--- src/hdl/ccpr_pkg.sv ---
// package for the crc checked packet receiver: types, codes and crc step
package ccpr_pkg;

    localparam int CFG_IDX_W = 1;

    localparam logic [CFG_IDX_W-1:0] REG_EXPECTED_ID = 1'd0;
    localparam logic [CFG_IDX_W-1:0] REG_CAPACITY    = 1'd1;

    localparam logic [7:0]  EXPECTED_ID_RESET = 8'd0;
    localparam logic [7:0]  CAPACITY_RESET    = 8'd255;
    localparam logic [15:0] CRC_INIT          = 16'hFFFF;
    localparam logic [15:0] CRC_POLY          = 16'h8408;

    localparam logic OP_START = 1'b0;
    localparam logic OP_BYTE  = 1'b1;

    localparam logic [1:0] STATUS_IDLE      = 2'd0;
    localparam logic [1:0] STATUS_RECEIVING = 2'd1;
    localparam logic [1:0] STATUS_FAILED    = 2'd2;

    typedef enum logic [2:0] {
        PH_IDLE    = 3'd0,
        PH_ID      = 3'd1,
        PH_LEN     = 3'd2,
        PH_PAYLOAD = 3'd3,
        PH_CRC_LO  = 3'd4,
        PH_CRC_HI  = 3'd5,
        PH_FAILED  = 3'd6
    } t_phase;

    typedef struct packed {
        logic [1:0] status;
        logic       payload_valid;
        logic [7:0] payload_byte;
        logic [7:0] payload_index;
        logic       truncated;
        logic       done_res;
    } t_result;

    function automatic logic [15:0] crc_step(input logic [15:0] crc_in, input logic [7:0] b);
        logic [15:0] crc;
        crc = crc_in ^ {8'd0, b};
        for (int k = 0; k < 8; k++) begin
            if (crc[0]) begin
                crc = (crc >> 1) ^ CRC_POLY;
            end else begin
                crc = crc >> 1;
            end
        end
        return crc;
    endfunction

endpackage

--- src/hdl/ccpr_if.sv ---
// channel interfaces for the receiver: input bytes, results and configuration writes
interface ccpr_in_if;
    logic       valid;
    logic       ready;
    logic       op;
    logic [7:0] rx_byte;

    modport source (output valid, output op, output rx_byte, input ready);
    modport sink   (input valid, input op, input rx_byte, output ready);
endinterface

interface ccpr_out_if;
    logic       valid;
    logic       ready;
    logic [1:0] status;
    logic       payload_valid;
    logic [7:0] payload_byte;
    logic [7:0] payload_index;
    logic       truncated;
    logic       done_res;

    modport source (output valid, output status, output payload_valid, output payload_byte,
                    output payload_index, output truncated, output done_res, input ready);
    modport sink   (input valid, input status, input payload_valid, input payload_byte,
                    input payload_index, input truncated, input done_res, output ready);
endinterface

interface ccpr_cfg_if;
    logic       valid;
    logic       ready;
    logic       index;
    logic [7:0] data;

    modport source (output valid, output index, output data, input ready);
    modport sink   (input valid, input index, input data, output ready);
endinterface

--- src/hdl/crc_checked_packet_receiver_top.sv ---
// top level of the crc checked packet receiver
// a result is registered and presented in the cycle after its input transaction is accepted
// one transaction per cycle unless the result register is full and not taken; the crc update of a byte is combinational
// input ready drops while the result register is full and not taken
// reset is synchronous and active low: phase idle, crc 0xffff, registers at reset values
module crc_checked_packet_receiver_top
    import ccpr_pkg::*;
(
    input  logic        i_clk,
    input  logic        i_rst_n,
    ccpr_in_if.sink     i_in,
    ccpr_out_if.source  o_out,
    ccpr_cfg_if.sink    i_cfg
);

    logic [7:0]  r_expected_id;
    logic [7:0]  r_capacity;

    t_phase      r_phase,       n_phase;
    logic [7:0]  r_header_id,   n_header_id;
    logic [7:0]  r_used_length, n_used_length;
    logic [7:0]  r_byte_count,  n_byte_count;
    logic [15:0] r_crc,         n_crc;
    logic [15:0] r_rx_crc,      n_rx_crc;
    logic        r_trunc,       n_trunc;

    logic        r_out_valid;
    t_result     r_out,         n_out;

    logic        in_accept;
    logic [7:0]  len_used;
    logic [7:0]  count_inc;
    logic [15:0] rx_crc_full;

    assign i_cfg.ready = 1'b1;
    assign i_in.ready  = !r_out_valid || o_out.ready;
    assign in_accept   = i_in.valid && i_in.ready;

    assign len_used    = (i_in.rx_byte > r_capacity) ? r_capacity : i_in.rx_byte;
    assign count_inc   = r_byte_count + 8'd1;
    assign rx_crc_full = {i_in.rx_byte, r_rx_crc[7:0]};

    // next phase
    always_comb begin
        n_phase = r_phase;
        if (i_in.op == OP_START) begin
            n_phase = PH_ID;
        end else begin
            unique case (r_phase)
                PH_ID:      n_phase = PH_LEN;
                PH_LEN: begin
                    if (r_header_id != r_expected_id) begin
                        n_phase = PH_FAILED;
                    end else if (len_used == 8'd0) begin
                        n_phase = PH_CRC_LO;
                    end else begin
                        n_phase = PH_PAYLOAD;
                    end
                end
                PH_PAYLOAD: begin
                    if (count_inc >= r_used_length) begin
                        n_phase = PH_CRC_LO;
                    end
                end
                PH_CRC_LO:  n_phase = PH_CRC_HI;
                PH_CRC_HI:  n_phase = (rx_crc_full == r_crc) ? PH_IDLE : PH_FAILED;
                default:    n_phase = r_phase;
            endcase
        end
    end

    // datapath and result
    always_comb begin
        n_header_id   = r_header_id;
        n_used_length = r_used_length;
        n_byte_count  = r_byte_count;
        n_crc         = r_crc;
        n_rx_crc      = r_rx_crc;
        n_trunc       = r_trunc;
        n_out         = '0;
        if (i_in.op == OP_START) begin
            n_header_id   = 8'd0;
            n_used_length = 8'd0;
            n_byte_count  = 8'd0;
            n_crc         = CRC_INIT;
            n_rx_crc      = 16'd0;
            n_trunc       = 1'b0;
        end else begin
            unique case (r_phase)
                PH_ID: begin
                    n_header_id = i_in.rx_byte;
                    // id folded into the crc here, length byte added next
                    n_crc       = crc_step(CRC_INIT, i_in.rx_byte);
                end
                PH_LEN: begin
                    if (r_header_id != r_expected_id) begin
                        n_out.done_res = 1'b1;
                    end else begin
                        n_trunc       = r_trunc || (i_in.rx_byte > r_capacity);
                        n_used_length = len_used;
                        n_crc         = crc_step(r_crc, len_used);
                        n_byte_count  = 8'd0;
                    end
                end
                PH_PAYLOAD: begin
                    n_out.payload_valid = 1'b1;
                    n_out.payload_byte  = i_in.rx_byte;
                    n_out.payload_index = r_byte_count;
                    n_crc               = crc_step(r_crc, i_in.rx_byte);
                    n_byte_count        = count_inc;
                end
                PH_CRC_LO: begin
                    n_rx_crc = {r_rx_crc[15:8], i_in.rx_byte};
                end
                PH_CRC_HI: begin
                    n_rx_crc       = rx_crc_full;
                    n_out.done_res = 1'b1;
                end
                default: begin
                end
            endcase
        end
        n_out.truncated = n_trunc;
        if (n_phase == PH_IDLE) begin
            n_out.status = STATUS_IDLE;
        end else if (n_phase == PH_FAILED) begin
            n_out.status = STATUS_FAILED;
        end else begin
            n_out.status = STATUS_RECEIVING;
        end
    end

    always_ff @(posedge i_clk) begin
        if (!i_rst_n) begin
            r_expected_id <= EXPECTED_ID_RESET;
            r_capacity    <= CAPACITY_RESET;
        end else if (i_cfg.valid && i_cfg.ready) begin
            unique case (i_cfg.index)
                REG_EXPECTED_ID: r_expected_id <= i_cfg.data;
                REG_CAPACITY:    r_capacity    <= i_cfg.data;
                default: begin
                end
            endcase
        end
    end

    always_ff @(posedge i_clk) begin
        if (!i_rst_n) begin
            r_phase       <= PH_IDLE;
            r_header_id   <= 8'd0;
            r_used_length <= 8'd0;
            r_byte_count  <= 8'd0;
            r_crc         <= CRC_INIT;
            r_rx_crc      <= 16'd0;
            r_trunc       <= 1'b0;
        end else if (in_accept) begin
            r_phase       <= n_phase;
            r_header_id   <= n_header_id;
            r_used_length <= n_used_length;
            r_byte_count  <= n_byte_count;
            r_crc         <= n_crc;
            r_rx_crc      <= n_rx_crc;
            r_trunc       <= n_trunc;
        end
    end

    always_ff @(posedge i_clk) begin
        if (!i_rst_n) begin
            r_out_valid <= 1'b0;
        end else if (in_accept) begin
            r_out_valid <= 1'b1;
        end else if (o_out.ready) begin
            r_out_valid <= 1'b0;
        end
    end

    always_ff @(posedge i_clk) begin
        if (in_accept) begin
            r_out <= n_out;
        end
    end

    assign o_out.valid         = r_out_valid;
    assign o_out.status        = r_out.status;
    assign o_out.payload_valid = r_out.payload_valid;
    assign o_out.payload_byte  = r_out.payload_byte;
    assign o_out.payload_index = r_out.payload_index;
    assign o_out.truncated     = r_out.truncated;
    assign o_out.done_res      = r_out.done_res;

`ifndef SYNTH
    a_start_enters_id: assert property (@(posedge i_clk) disable iff (!i_rst_n)
        in_accept && i_in.op == OP_START |=> r_phase == PH_ID)
        else $error("start transaction did not enter id phase");

    a_count_in_range: assert property (@(posedge i_clk) disable iff (!i_rst_n)
        r_phase == PH_PAYLOAD |-> r_byte_count < r_used_length)
        else $error("payload count reached used length inside payload phase");

    a_payload_receiving: assert property (@(posedge i_clk) disable iff (!i_rst_n)
        r_out_valid && r_out.payload_valid |-> r_out.status == STATUS_RECEIVING)
        else $error("payload byte reported outside reception");

    a_done_not_receiving: assert property (@(posedge i_clk) disable iff (!i_rst_n)
        r_out_valid && r_out.done_res |-> r_out.status != STATUS_RECEIVING)
        else $error("done reported while still receiving");
`endif

endmodule

--- src/flat_wrapper.sv ---
// flat-port wrapper written by rule: the top's interface ports become plain ports
module crc_checked_packet_receiver_top_flat import ccpr_pkg::*;
  (i_clk, i_rst_n, i_in_valid, i_in_op, i_in_rx_byte, i_in_ready, o_out_valid, o_out_status, o_out_payload_valid, o_out_payload_byte, o_out_payload_index, o_out_truncated, o_out_done_res, o_out_ready, i_cfg_valid, i_cfg_index, i_cfg_data, i_cfg_ready);
  ccpr_in_if i_in_i ();
  ccpr_out_if o_out_i ();
  ccpr_cfg_if i_cfg_i ();
  input  logic i_clk;
  input  logic i_rst_n;
  input wire logic [$bits(i_in_i.valid)-1:0] i_in_valid;
  input wire logic [$bits(i_in_i.op)-1:0] i_in_op;
  input wire logic [$bits(i_in_i.rx_byte)-1:0] i_in_rx_byte;
  output wire logic [$bits(i_in_i.ready)-1:0] i_in_ready;
  output wire logic [$bits(o_out_i.valid)-1:0] o_out_valid;
  output wire logic [$bits(o_out_i.status)-1:0] o_out_status;
  output wire logic [$bits(o_out_i.payload_valid)-1:0] o_out_payload_valid;
  output wire logic [$bits(o_out_i.payload_byte)-1:0] o_out_payload_byte;
  output wire logic [$bits(o_out_i.payload_index)-1:0] o_out_payload_index;
  output wire logic [$bits(o_out_i.truncated)-1:0] o_out_truncated;
  output wire logic [$bits(o_out_i.done_res)-1:0] o_out_done_res;
  input wire logic [$bits(o_out_i.ready)-1:0] o_out_ready;
  input wire logic [$bits(i_cfg_i.valid)-1:0] i_cfg_valid;
  input wire logic [$bits(i_cfg_i.index)-1:0] i_cfg_index;
  input wire logic [$bits(i_cfg_i.data)-1:0] i_cfg_data;
  output wire logic [$bits(i_cfg_i.ready)-1:0] i_cfg_ready;
  assign i_in_i.valid = i_in_valid;
  assign i_in_i.op = i_in_op;
  assign i_in_i.rx_byte = i_in_rx_byte;
  assign i_in_ready = i_in_i.ready;
  assign o_out_valid = o_out_i.valid;
  assign o_out_status = o_out_i.status;
  assign o_out_payload_valid = o_out_i.payload_valid;
  assign o_out_payload_byte = o_out_i.payload_byte;
  assign o_out_payload_index = o_out_i.payload_index;
  assign o_out_truncated = o_out_i.truncated;
  assign o_out_done_res = o_out_i.done_res;
  assign o_out_i.ready = o_out_ready;
  assign i_cfg_i.valid = i_cfg_valid;
  assign i_cfg_i.index = i_cfg_index;
  assign i_cfg_i.data = i_cfg_data;
  assign i_cfg_ready = i_cfg_i.ready;
  crc_checked_packet_receiver_top u_core (.i_clk(i_clk), .i_rst_n(i_rst_n), .i_in(i_in_i), .o_out(o_out_i), .i_cfg(i_cfg_i));
endmodule
--- config.mk ---
export PLATFORM = sky130hd
export DESIGN_NAME = crc_checked_packet_receiver_top_flat
export DESIGN_NICKNAME = d
export VERILOG_FILES = /design/src/hdl/ccpr_pkg.sv /design/src/hdl/ccpr_if.sv /design/src/hdl/crc_checked_packet_receiver_top.sv /design/src/flat_wrapper.sv
export SDC_FILE = /design/constraint.sdc
export NUM_CORES = 1
export LEC_CHECK = 0
export BUFFER_PORTS_ARGS = -buffer_cell sky130_fd_sc_hd__buf_2
export CORE_AREA = 5 5 94 104
export DETAILED_ROUTE_END_ITERATION = 10
export DIE_AREA = 0 0 99 109
export HOLD_SLACK_MARGIN = 0.03
export PLACE_DENSITY = 0.84
export SYNTH_ARGS = -nofsm -noshare
export SYNTH_HDL_FRONTEND = slang
export SYNTH_SLANG_ARGS = --single-unit
--- constraint.sdc ---
create_clock -name i_clk -period 4.5 [get_ports i_clk]
set_clock_uncertainty 0.2 [all_clocks]
set_input_delay 0 -clock i_clk [delete_from_list [all_inputs] [get_ports i_clk]]
set_output_delay 0 -clock i_clk [all_outputs]
set_load 0.01 [all_outputs]
==> summary.md <==
| Metric | Value |
|---|---|
| Average routed wire per standard cell | 18.2 µm |
| Share of the synthesized area in the top cell type | 25.4% |
| Final HPWL from detailed placement | 10.5 mm |
| Total number of yosys warnings | 0 |
| Clock sinks | 90 |
| Final setup viols | 0 |
| Worst reg-to-reg setup slack | 1060 ps |
| Clk slew on worst S/H paths | 100 ps |
| Routability cong. | 0.974 |
| Share of synthesized cell area in full adder, half adder and majority cells | 3.91% |
| Drt first-iter violations | 421 |
| First-pass GRT wire length | 24.0 mm |
| Tightest Hold Check Type | in2reg |
| Period utilisation layout | 76.5% |
| Ratio of cells with drive above 1 in the final layout | 11.4% |
| Worst Hold Path EP | u_core.r_crc[7] |
| Logic depth of the worst register-to-register path | 12 |
| Pin count of the biggest net entering global routing | 58 |
| Filler cell count in the final layout | 666 |
| Synth unique cells | 65 |
| Clock tree from TritonCTS | yes |
| Total length of routed wires | 14.7 mm |
| Number of synthesized register bits | 90 |
| WHS | 26.8 ps |
| Vias per cell | 6.20 |
| Number of buffers inserted by port buffering | 45 |
| Antenna violation net count after detailed routing | 0 |
| Total via count in the routed design | 5,006 |
| Sequential cell area fraction in the yosys report | 36.9% |
| Post-synthesis instance area | 5450 µm² |
| Post-synth EDFFs | 21 |
| Proportion of total power due to net switching | 33.1% |
| Synthesized area per cell | 8.43 µm² |
| Result of the run | finished clean |
| Transition time of the tightest slew-check pin | 1040 ps |
| Antenna violations before repair | 0 |
| Share of total power in the clock network | 30.9% |
| Number of buffers added by the clock tree synthesis step | 9 |
| Origin of the critical flop-to-flop path | u_core.r_byte_count[0] |
| Library cell with the highest instance count after synthesis | nand2_1 |
| Effective utilization at floorplan | 62.6% |
| H-tree levels | 3 |
| RSZ-0062 raised after global routing | false |
| Switching power | 613 µW |
| Critical path launch point type | register |
| Number of gates given a new drive strength after cts | 0 |
| Post-synthesis compound-gate area fraction | 17.9% |
| Total Neg Setup Slack | 0 ps |
| Number of buffers inserted by hold repair at cts | 19 |
| Biggest fanout along the worst timing path | 7 |
| Number of max-cap violations | 0 |
| Simple logic cell fraction of the synthesized area | 21.8% |
| Net count of the mapped netlist | 686 |
| Die Y | 109 µm |
| Largest family of logic cells by synthesized area | simple AND/OR/NAND/NOR gates |
| Number of diodes | 0 |
| Most frequent cells after synthesis | nand2_1, dfxtp_1, nor2_1, o21ai_0, xor2_1 |
| Post-CTS setup buffer count | 0 |
| Highest achievable clock rate | 0.290 GHz |
| Data arrival time of the critical path | 3330 ps |
| Total global routing overflow | 0 |
| Number of global-route vias before repair | 4,896 |
| Gr usage total | 27.8% |
| Multiplexer fraction of the synthesized cell area | 3.26% |
| Worst reg2reg path endpoint | u_core.o_out.status[0] |
| Maximum vdd drop | 0.000208 V |
| Final-report hold violation count | 0 |
| Top-Level Pins | 47 |
| Most area-consuming cells after synthesis | dfxtp_1, edfxtp_1, xor2_1, nand2_1, xnor2_1 |
| Part of the power in combinational logic | 20.7% |
| Max-slew headroom | 30.0% |
| Master cell of the clock root buffer | clkbuf_8 |
| Xor and xnor fraction of the mapped netlist area | 11.3% |
| Internal Pwr Total | 1240 µW |
| NumNets Final | 729 |
| Core region area | 8690 µm² |
| First-pass iteration count of the detailed router | 8 |
| Type of the setup path with the least slack | reg2reg |
| Power share of the sequential group | 48.4% |
| Width of the die | 99 µm |
| Endpoint class of the critical path | register |
| Placement row count | 36 |
| Share of synthesized registers carrying an async set or reset | 0% |
| Cell leakage power | 0.00246 µW |
| Final worst path period need | 3440 ps |
| Clock latency of the later-clocked register in the worst-skew pair | 370 ps |
| P per Cell Area | 304 nW/µm² |
| Data required time of the worst path | 4390 ps |
| Die Footprint | 10,800 µm² |
| Most used flip-flop cell after synthesis | dfxtp_1 |
| Cell count after synthesis | 646 |
| Start point of the worst hold path | i_rst_n |
| Drt drc | 0 |
| Maximum root-to-sink buffer count | 2 |
| Cell depth of the worst min-delay path | 2 |
| Area growth, synth to finish | 11.9% |
| Max-slew violation count | 0 |
| Most area-hungry cell type in the Yosys netlist | dfxtp_1 |
[layout by cell type, fill, tap and decap left out, types with 3 or more instances in the layout]
cell,count
a21oi_1,25
o21ai_0,36
and3_1,3
dlygate4sd3_1,19
nand2_1,80
mux2i_1,13
and2_1,34
a211oi_1,9
mux2_2,3
nand4_1,10
edfxtp_1,21
nor2_1,46
nand2b_1,4
xnor2_1,30
nand3_1,18
o22ai_1,7
ha_1,17
nor3_1,12
a21boi_0,10
inv_1,27
buf_4,6
a221oi_1,6
or4_1,4
xor2_1,35
buf_2,45
dfxtp_1,69
a31oi_1,7
o22a_1,4
o211ai_1,11
a211o_1,3
nor4_1,9
nor2b_1,12
or3_1,4
clkbuf_8,9
[through the flow]
step / utilization, % / cells / total power (µW) / setup WS (ps) / area (µm²)
finish: 70.1 / 808 / 1850 / 1060 / 6090
global placement: 65.5 / 773 / 1260 / 1270 / 5700
global route: 70.1 / 808 / 1930 / 700 / 6090
detailed placement: 65.5 / 773 / 1270 / 1090 / 5700
CTS: 70.1 / 808 / 1840 / 1080 / 6090
floorplan: - / 646 / 1180 / 1490 / 5450
[power groups by stage]
stage,logic [µW],clock network [µW],registers [µW]
final,382,572,895
after global routing,418,609,898
after CTS,377,570,894
after detailed placement,361,0,912
after global placement,347,0,910
after floorplan,276,0,903
[cell type report]
class	instances	area [µm²]	share of cell area, %
Multi-Input combinational cell	490	3170	52.0
Sequential cell	90	2010	33.0
Timing Repair Buffer	70	460	7.56
Tap cell	114	143	2.34
Clock buffer	9	124	2.03
Inverter	28	105	1.72
Clock inverter	7	81.3	1.33
[sequential cells by signal (all words and copies together) (netlist names)]
name / flops
u_core.o_out.truncated: 1
u_core.r_phase: 3
u_core.r_trunc: 1
u_core.r_byte_count: 8
u_core.r_used_length: 8
u_core.o_out.payload_valid: 1
u_core.o_out.done_res: 1
u_core.r_expected_id: 8
u_core.r_crc: 16
u_core.o_out.payload_byte: 8
u_core.o_out.status: 2
u_core.o_out.valid: 1
u_core.r_rx_crc: 8
u_core.o_out.payload_index: 8
u_core.r_header_id: 8
u_core.r_capacity: 8
[how the worst max path moves through the flow]
stage                                      start  cells past startpoint                endpoint
after CTS                 u_core.r_byte_count[0]                     12  u_core.o_out.status[0]
after detailed placement  u_core.r_byte_count[0]                     12  u_core.o_out.status[0]
final                     u_core.r_byte_count[0]                     12  u_core.o_out.status[0]
after global placement    u_core.r_byte_count[0]                     13  u_core.o_out.status[0]
after floorplan           u_core.r_byte_count[0]                     13  u_core.o_out.status[0]
after global routing      u_core.r_byte_count[0]                     12  u_core.o_out.status[0]
[cells by family after synthesis]
| logic type | after synthesis |
|---|---|
| AOI/OAI and AO/OA | 146 |
| xor gates and xnor gates | 67 |
| adders and majority gates | 17 |
| buffers and inverters | 66 |
| DFF | 90 |
| muxes | 17 |
| other | 1 |
| and+or+nand+nor | 242 |
[critical path: stages, from the launching register on]
cell and delay [ps]:
dfxtp_1 440, ha_1 260, nand3_1 140, xnor2_1 220
ha_1 280, a211oi_1 260, nor2_1 100, a2111oi_0 460
nor3_1 100, a211oi_1 230, a31oi_1 190, nand2_1 150
o221ai_1 130
[per-layer routing]
metal	track usage (%)	routed length, µm
met1	34.4	5870
met2	47.6	7190
met3	5.18	1150
met4	11.9	518
met5	0	0
Note: power is estimated with default switching activity, not from simulation.
